<file path="config.mk">
export PLATFORM = sky130hd
export DESIGN_NAME = vnorm_sqrt_pipe
export DESIGN_NICKNAME = d
export VERILOG_FILES = /design/src/rtl/vnorm_sqrt_pipe.sv
export SDC_FILE = /design/constraint.sdc
export NUM_CORES = 2
export LEC_CHECK = 0
export ABC_CLOCK_PERIOD_IN_PS = 4350
export BUFFER_PORTS_ARGS = -buffer_cell sky130_fd_sc_hd__buf_2
export CAP_MARGIN = 20
export CORE_MARGIN = 1.5
export CORE_UTILIZATION = 40
export CTS_CLUSTER_SIZE = 28
export DETAILED_ROUTE_END_ITERATION = 10
export PLACE_DENSITY = 0.53
export SLEW_MARGIN = 20
export SYNTH_ARGS = -nofsm -noshare
export SYNTH_HDL_FRONTEND = slang
export SYNTH_SLANG_ARGS = --single-unit
export TNS_END_PERCENT = 100
</file>
<file path="constraint.sdc">
create_clock -name clock -period 4.35 [get_ports clock]
set_input_delay 0.6525 -clock clock [delete_from_list [all_inputs] [get_ports clock]]
set_output_delay 0.6525 -clock clock [all_outputs]
set_load 0.005 [all_outputs]
</file>
<file path="src/rtl/vnorm_sqrt_pipe.sv">
// vnorm_sqrt_pipe: pipelined digit-by-digit integer square root with remainder
// depends on nothing
module vnorm_sqrt_pipe #(
   parameter int IW = 62
) (
   input  logic                          clock,
   input  logic                          en,
   input  logic [IW-1:0]                 rad,
   output logic [(IW+(IW%2))/2-1:0]      root,
   output logic [(IW+(IW%2))/2+1:0]      rem
);

   localparam int PW = IW + (IW % 2);
   localparam int R  = PW / 2;
   localparam int RW = R + 2;

   logic [PW-1:0] rad_ff  [R];
   logic [RW-1:0] rem_ff  [R];
   logic [R-1:0]  root_ff [R];

   for (genvar k = 0; k < R; k++) begin : g_stage
      logic [PW-1:0] rad_p;
      logic [RW-1:0] rem_p;
      logic [R-1:0]  root_p;
      logic [RW+1:0] rem_sh;
      logic [RW+1:0] trial;
      logic [RW+1:0] diff;
      logic          ge;

      if (k == 0) begin : g_first
         assign rad_p  = PW'(rad);
         assign rem_p  = '0;
         assign root_p = '0;
      end else begin : g_next
         assign rad_p  = rad_ff[k-1];
         assign rem_p  = rem_ff[k-1];
         assign root_p = root_ff[k-1];
      end

      assign rem_sh = {rem_p, rad_p[PW-1 -: 2]};
      assign trial  = (RW+2)'({root_p, 2'b01});
      assign ge     = (rem_sh >= trial);
      assign diff   = rem_sh - trial;

      always_ff @(posedge clock) begin
         if (en) begin
            rad_ff[k]  <= rad_p << 2;
            rem_ff[k]  <= ge ? diff[RW-1:0] : rem_sh[RW-1:0];
            root_ff[k] <= {root_p[R-2:0], ge};
         end
      end
   end

   assign root = root_ff[R-1];
   assign rem  = rem_ff[R-1];

endmodule

</file>
==> results.py <==
metrics = {
    "floorplanning": {
        "fp.dieW_um": 535,
        "io_pins": 128,
        "initial_core_util": 0.401,
        "dieArea_um2": 286000,
        "fp.dieH_um": 535,
        "core_um2": 282000,
        "rows": 195,
    },
    "yosys": {
        "synth_top_cells_by_count": "edfxtp_1 (2401), inv_1 (671), nand2_1 (618)",
        "async_flop_share": 0,
        "ys.flop_type": "edfxtp_1",
        "synth_adder_area_share": 0.0586,
        "synthSimpleGateAreaFrac": 0.102,
        "ys_seq_area_frac": 0.637,
        "synthMuxAreaShare": 0.0102,
        "yosysWarnings": 0,
        "avgSynthCellArea_um2": 12.8,
        "mappedNetlistNets": 9429,
        "synth_area_leaders": "edfxtp_1 (64%), ha_1 (5.9%), xor2_1 (3.2%)",
        "synth_top_area_share": 0.637,
        "synth_cell_types": 97,
        "syn_area_um2": 113000,
        "synth_top_family_by_area": "compound AO/OA/AOI/OAI gates",
        "synthXorXnorAreaFrac": 0.0614,
        "ys_ff_latch": 2401,
        "synth_edf_count": 2401,
        "synth.most_common_cell": "edfxtp_1",
        "netlist_instances": 8835,
        "yosysTopAreaCell": "edfxtp_1",
        "synth_compound_area_frac": 0.102,
    },
    "timing": {
        "max_slew_margin": 0.294,
        "finalMaxSlewViolations": 0,
        "hold_viol_final": 0,
        "rsz0062_at_grt": "false",
        "setup_violations": 0,
        "setup_tns_ns": 0,
        "whs_ns": 0.328,
        "period_minus_slack_ns": 3.92,
        "max_freq_ghz": 0.255,
        "final.period_utilization": 0.900,
        "worst-slew-pin-transition_ns": 1.06,
        "skew_ns": 0.0563,
    },
    "job": {
        "cap_violations": 0,
    },
    "cts": {
        "postCtsSetupBuffers": 0,
        "clock_latency_ns": 0.90,
        "cts_tree": "yes",
        "h-tree-depth": 5,
        "clock_path_buffers": 4,
        "clk_pin_slew_worst_paths_ns": 0.06,
        "cts_root_buf": "clkbuf_16",
        "cts_sinks": 2401,
        "cts-buffers-inserted": 277,
    },
    "grt": {
        "grt_pass1_wl_mm": 391,
        "gr-total-overflow": 0,
        "antenna_found_initial": 2,
        "grt_max_degree": 107,
        "grt_pass1_vias": 68485,
        "grt_use_total": 0.172,
    },
    "setup_path": {
        "critPathLaunchType": "register",
        "end_kind": "register",
        "cp-endpoint": "rem_ff[0][162]",
        "crit_path_start": "rem_ff[0][117]",
        "r2r_end": "rem_ff[0][162]",
        "timing.rr.start": "rem_ff[0][117]",
        "r2r_cells": 9,
        "arrival_ns": 4.48,
        "r2r_slack_ns": 0.43,
        "worstSetupPathType": "reg2reg",
        "crit_fanout": 6,
        "cp.required_ns": 4.91,
    },
    "final_layout": {
        "num-fill-cells": 25311,
        "drive_gt1_frac": 0.0888,
        "nets": 9884,
        "regArea_um2": 72100,
        "final_area_um2": 129000,
        "area_growth_pct": 13.8,
        "multi_input_area_um2": 37900,
    },
    "placed_design": {
        "port_buffers": 127,
        "place_area_um2": 119000,
        "dp_hpwl_mm": 183,
        "gp_congestion": 0.872,
    },
    "routing": {
        "route.detailed.wl_per_inst_um": 18.9,
        "wl_mm": 250,
        "drc": 0,
        "ant_nets": 0,
        "drt_pre_antenna_iters": 6,
        "via_per_inst": 5.21,
        "num_vias": 68983,
        "first_iter_violations": 4516,
    },
    "power_and_ir_drop": {
        "cellPowerDensity_nw_per_um2": 532,
        "ir_drop_uv": 350,
        "power.leakage_nw": 49.1,
    },
    "hold_path": {
        "worstHoldPathType": "in2reg",
    },
    "run_status": {
        "outcome": "finished, final reports clean",
    },
}
-- layer usage --
metal / vias up / global-route usage / share of wire
li1: 33773 / - / -
met1: 33572 / 0.220 / 0.43
met2: 1219 / 0.305 / 0.50
met3: 419 / 0.0195 / 0.034
met4: 0 / 0.0536 / 0.029
met5: - / 0 / 0
-- sequential cells by signal, summed over array words and instances (netlist names) --
signal	flops
root_ff	496
rad_ff	930
rem_ff	975
-- metrics by stage --
stage / power, mW / cells / setup slack [ns] / util
after CTS: 69.5 / 13239 / 0.506 / 0.457
final: 68.5 / 13241 / 0.434 / 0.457
after detailed placement: 46.4 / 12691 / 0.564 / 0.424
after global placement: 46.3 / 12691 / 0.512 / 0.424
after global routing: 72.1 / 13241 / 0.267 / 0.457
after floorplan: 41.3 / 8835 / 1.04 / -
-- logic make-up (layout without fill, tap and decap cells) --
kind of cell	Yosys count	in the layout
AOI/OAI and AO/OA	1846	1846
xor gates and xnor gates	793	793
adders and majority gates	530	530
buffers and inverters	840	1501
DFF	2401	2401
muxes	104	104
other	1	3
and+or+nand+nor	2320	2320
-- worst min-delay path by stage --
stage                         startpoint        endpoint  depth (start not counted)
after CTS                             en  rad_ff[0][286]                          1
final                                 en  rad_ff[0][286]                          1
after floorplan            rad_ff[0][38]  rad_ff[0][100]                          0
after global routing                  en  rad_ff[0][286]                          1
after global placement    rad_ff[0][385]  rad_ff[0][447]                          0
after detailed placement   rad_ff[0][72]  rad_ff[0][134]                          0
-- power breakdown --
part	switching (mW)	internal [mW]
sequential	2.13	29.4
clock	9.34	13.2
combinational	8.33	6.08
total	19.8	48.7
-- cell usage in the layout, fill, tap and decap left out, drive strengths merged, types with 104 or more instances in the layout --
master / n
inv: 687
edfxtp: 2401
or3: 112
xnor2: 384
buf: 277
a21oi: 576
nand2: 619
nand2b: 104
nor3: 218
nand3: 113
nor2: 559
ha: 530
a21o: 232
clkinv: 107
nor4: 115
xor2: 409
o21ai: 448
clkbuf: 333
-- final cells by class --
cell class,instances,area share
timing repair buffer,340,0.0216
antenna,2,0.0000389
tap,3743,0.0364
clock buffer,333,0.0568
sequential,2401,0.560
multi-input combinational,5594,0.294
inverter,676,0.0197
clock inverter,152,0.0116
-- worst max-delay path: stages, from the launching register on --
cell	delay [ns]
edfxtp_1	0.43
or4_1	0.59
or4_1	0.58
nor4b_1	0.74
or3b_1	0.43
nor3_2	0.17
nor2_1	0.16
nand4_1	0.26
nor4_1	0.10
xor2_1	0.15
-- what timing repair did --
| item | 4_1_cts | 5_1_grt |
|---|---|---|
| hold endpoints to repair | 62 | 0 |
| resized for setup | 0 | 0 |
| hold buffers | 63 | 0 |
(Power assumes the default switching activity.)
