`src/rtl/vnorm_lane.sv`:
```
// vnorm_lane: absolute value and exact square of one component, three stages
// depends on nothing
module vnorm_lane #(
   parameter int W = 32
) (
   input  logic                  clock,
   input  logic                  en,
   input  logic signed [W-1:0]   comp,
   output logic [2*W-1:0]        sq,
   output logic                  neg
);

   localparam int LO = W / 2;
   localparam int HI = W - LO;

   logic [W-1:0]         comp_u;
   logic [W-1:0]         mag_ff;
   logic                 neg_a_ff;
   logic                 neg_b_ff;
   logic                 neg_c_ff;
   logic [2*LO-1:0]      ll_ff;
   logic [LO+HI-1:0]     lh_ff;
   logic [2*HI-1:0]      hh_ff;
   logic [LO-1:0]        lo;
   logic [HI-1:0]        hi;
   logic [2*W-1:0]       sq_in;
   logic [2*W-1:0]       sq_ff;

   assign comp_u = unsigned'(comp);
   assign lo     = mag_ff[LO-1:0];
   assign hi     = mag_ff[W-1:LO];

   // cross term appears twice, hence the extra shift by one
   assign sq_in = ((2*W)'(hh_ff) << (2*LO)) + ((2*W)'(lh_ff) << (LO+1))
                  + (2*W)'(ll_ff);

   always_ff @(posedge clock) begin
      if (en) begin
         // most negative value maps to 2^(W-1), which still fits W bits
         mag_ff   <= comp_u[W-1] ? (~comp_u + W'(1)) : comp_u;
         neg_a_ff <= comp_u[W-1];
         ll_ff    <= (2*LO)'(lo) * (2*LO)'(lo);
         lh_ff    <= (LO+HI)'(lo) * (LO+HI)'(hi);
         hh_ff    <= (2*HI)'(hi) * (2*HI)'(hi);
         neg_b_ff <= neg_a_ff;
         sq_ff    <= sq_in;
         neg_c_ff <= neg_b_ff;
      end
   end

   assign sq  = sq_ff;
   assign neg = neg_c_ff;

endmodule

```
`config.mk`:
```
export PLATFORM = sky130hd
export DESIGN_NAME = vnorm_lane
export DESIGN_NICKNAME = d
export VERILOG_FILES = /design/src/rtl/vnorm_lane.sv
export SDC_FILE = /design/constraint.sdc
export NUM_CORES = 2
export LEC_CHECK = 0
export ABC_AREA = 0
export BUFFER_PORTS_ARGS = -buffer_cell sky130_fd_sc_hd__buf_4
export CORE_ASPECT_RATIO = 1.25
export CORE_MARGIN = 2
export CORE_UTILIZATION = 60
export CTS_CLUSTER_SIZE = 10
export DETAILED_ROUTE_END_ITERATION = 8
export PLACE_DENSITY = 0.77
export SYNTH_ARGS = -nofsm -noshare
export SYNTH_HDL_FRONTEND = slang
export SYNTH_SLANG_ARGS = --single-unit
export TNS_END_PERCENT = 30
```
`constraint.sdc`:
```
create_clock -name clock -period 6.98 [get_ports clock]
set_input_delay 0.349 -clock clock [delete_from_list [all_inputs] [get_ports clock]]
set_output_delay 0.349 -clock clock [all_outputs]
set_load 0.03 [all_outputs]
```
==> run summary <==
The run finished with clean final reports. STA classifies the critical path startpoint as a flip-flop. The tightest hold path in the finished design has a slack of 86.49 ps. The final critical delay including setup and external delays was 6670 ps. The run gives 0 as the DRC violations left. The mean routed wirelength per cell was 19.42 um. The via count of the first global-routing pass is 24,910, and the number of buffers added by the clock tree synthesis step is 17. The first TritonRoute pass finished after 5 iterations.

The clock arrives with 17.18 ps of skew. TritonCTS built the clock tree. The tools report the core utilization of the finished layout as 65.38%. CTS saw 192 sinks. By area the synthesized netlist is led by fa_1 33%, edfxtp_1 18%, ha_1 14%. The critical path data required time came out at 7330 ps. Worst hold-check path type: in -> reg. 0 antenna diodes ended up in the layout.

The logs give 22,380 um^2 for the area taken by multi-input logic gates and 0 for the initial antenna violation count. The run gives 0 as the yosys synthesis warning count. For this block, the via count after detailed routing is 22,840. For the starting density of the core, the log shows 60.83%. Sorting the synthesized cells by how often they occur yields 740 x inv_1, 519 x fa_1, 352 x nand2_1. The number of nets in the finished design was 4,217; the slew of the pin with the lowest slew margin was 1086 ps. The count of pins over their slew limit is 0, and the final worst slack is 309.7 ps. Each instance of the synthesized netlist takes up on average 9.696 um^2. The number of flops mapped to enable cells by yosys is 192.

The core region is 51,550 um^2. The tools report the maximum root-to-sink buffer count as 2. The worst setup path is captured at a flip-flop.

CTS placed an instance of clkbuf_16 at the clock tree root. Detailed placement ended at an HPWL of 63.67 mm. The tools report the first-pass GRT wire length as 126.6 mm. Entering global routing, the biggest net connects 113 pins. Pin placement for this block handled 99 I/O pins. Layout filler cell count: 4,154.

Of the synthesized area, sequential elements account for 18.39%. From synthesis to final layout, the design area changed by 7.486%. Counting every net in the synthesized netlist gives 4,128. The async set or reset register ratio after synthesis is 0%. In the synthesized netlist the dominant register cell turns out to be edfxtp_1. Routability-driven placement finished with a final weighted congestion of 0.9316. In this run the vertical extent of the chip is 259.6 um. Total length of routed wires: 77.71 mm. Clock-pin slew was measured on the worst setup and hold paths at 80 ps.

The count of nets left with antenna violations once routing finished came out at 0. The post-route fraction of the period consumed by the critical path was 95.56%; the worst endpoint data arrival time was 7020 ps. The mapped netlist covers 31,360 um^2. For the total die area, the log shows 54,120 um^2. Setup violations remaining at the end of the flow were counted as 0. In the final layout, the share of cells above drive strength 1 is 7.374%.

After synthesis the netlist holds a flip-flop and latch count of 192. The logs give 1,469 for the number of design-rule violations left by the first detailed-router iteration and 77 for the count of unique library cells instantiated by Yosys. For the gate count of the mapped netlist, the log shows 3,234.

After global routing the overflow that remains totals 0. For the worst-skew pair, the clock arrives at the later sink with an insertion delay of 480 ps. Registers take 5766 um^2. Global routing consumed, over all layers together, 30.19% of the routing resources. The via density per instance is 5.708, and the number of buffer cells added on primary ports is 97. Summed over all instances, the cell type with the most area after synthesis is fa_1. OpenSTA, run right after detailed placement, puts the worst setup slack at 364.1 ps. The top cell type by area accounts for 33.14% of the synthesized area. The tool flagged a number of max-cap violations equal to 0. The largest driver fanout on the critical path is 33, and the relative slew slack is 27.57%. The achievable clock frequency was 149.9 MHz; the number of failing hold endpoints at the final stage was 0. The H-tree generated during clock tree synthesis spans 4 levels. In this run the core area contains 93 standard-cell rows. The startpoint-to-endpoint class of the critical path is reg -> reg. The leading cell type by number of instances after synthesis is inv_1. The die is 208.5 um wide.
## layout by cell type (no fill, tap or decap), drive strengths merged, types with 5 or more instances in the layout
cell | synthesis | final
inv | 741 | 749
fa | 519 | 519
nand2 | 352 | 352
ha | 341 | 341
edfxtp | 192 | 192
buf | 6 | 178
and2 | 159 | 159
xnor2 | 133 | 133
nor2 | 119 | 119
a21oi | 114 | 114
o21ai | 67 | 67
a21o | 54 | 54
xor2 | 43 | 43
nand3 | 33 | 33
o21bai | 30 | 30
clkbuf | 103 | 18
a211oi | 15 | 15
nor2b | 15 | 15
nor3 | 15 | 15
nand2b | 13 | 13
and3 | 13 | 13
o211ai | 12 | 12
a31oi | 12 | 12
or2 | 11 | 11
clkinv | 5 | 11
nand4 | 10 | 10
o31ai | 10 | 10
o21a | 9 | 9
or3 | 7 | 7
a211o | 6 | 6
a2111oi | 6 | 6
a31o | 6 | 6
a21boi | 5 | 5
or4 | 5 | 5
## sequential cells by signal, indices dropped and copies added, names as in the netlist
register / count
hh_ff: 31
lh_ff: 32
ll_ff: 31
mag_ff: 32
neg: 1
neg_a_ff: 1
neg_b_ff: 1
sq: 63
## path summary, 6_finish.rpt
kind / slack (ps) / to / cells after the start / from
min: 90 / mag_ff[0]$_DFFE_PP_ / 1 / comp[0]
min reg2reg: 410 / sq[2]$_DFFE_PP_ / 0 / ll_ff[2]$_DFFE_PP_
max: 310 / hh_ff[24]$_DFFE_PP_ / 20 / mag_ff[17]$_DFFE_PP_
max reg2reg: 310 / hh_ff[24]$_DFFE_PP_ / 20 / mag_ff[17]$_DFFE_PP_
## worst max-delay path: stages (launching register included)
cell and delay [ps]:
edfxtp_1 390, buf_4 450, nand2_1 130, fa_1 500, fa_1 550, inv_1 50, fa_1 480, fa_1 510
fa_1 490, inv_1 50, fa_1 570, inv_1 70, ha_1 360, o21a_1 140, nor2_1 40, or3b_2 450
o21ba_2 270, o21ai_0 180, a21oi_1 130, or4b_2 620, nand3_1 100
## logic make-up after synthesis
kind of cell | count (synthesis) | synth area share, %
DFF | 192 | 18.39
muxes | 3 | 0.1037
AOI/OAI and AO/OA | 379 | 7.961
and+or+nand+nor | 768 | 11.62
adders and majority gates | 860 | 46.74
other | 1 | 0.01196
xor gates and xnor gates | 176 | 4.916
buffers and inverters | 855 | 10.26
## per-layer routing
metal  share of wire (%)  global-route usage (%)  up-vias
met5                   0                       0        -
met4                 7.2                   18.78        0
met3                 5.8                   3.985      303
met2                  51                   54.36      909
met1                  36                   34.12    11360
li1                    -                       -    10270
## cell type report
cell class	count	share of cell area [%]
Clock buffer	17	1.262
Clock inverter	15	0.4306
Inverter	746	8.308
Multi-Input combinational cell	2187	66.41
Sequential cell	192	17.11
Tap cell	665	2.469
Timing Repair Buffer	179	4.017
## through the flow
stage          instances  instance area (um^2)  TNS [ps]
2_1_floorplan       3234                 31360         0
3_3_place_gp        3957                 33030         0
4_1_cts             3989                 33600         0
3_5_place_dp        3957                 33030         0
6_report            4001                 33700         0
5_1_grt             4001                 33700    -22.61
## what timing repair did
action                                  CTS  global route
gates resized for setup                   0             2
buffers inserted                          0            12
endpoints found under the setup margin    0             3
hold buffers                              0             0
hold endpoints to repair                  0             0
Power is not shown: default switching activity piles up to over one toggle a cycle in this logic, so the estimate is an artifact.
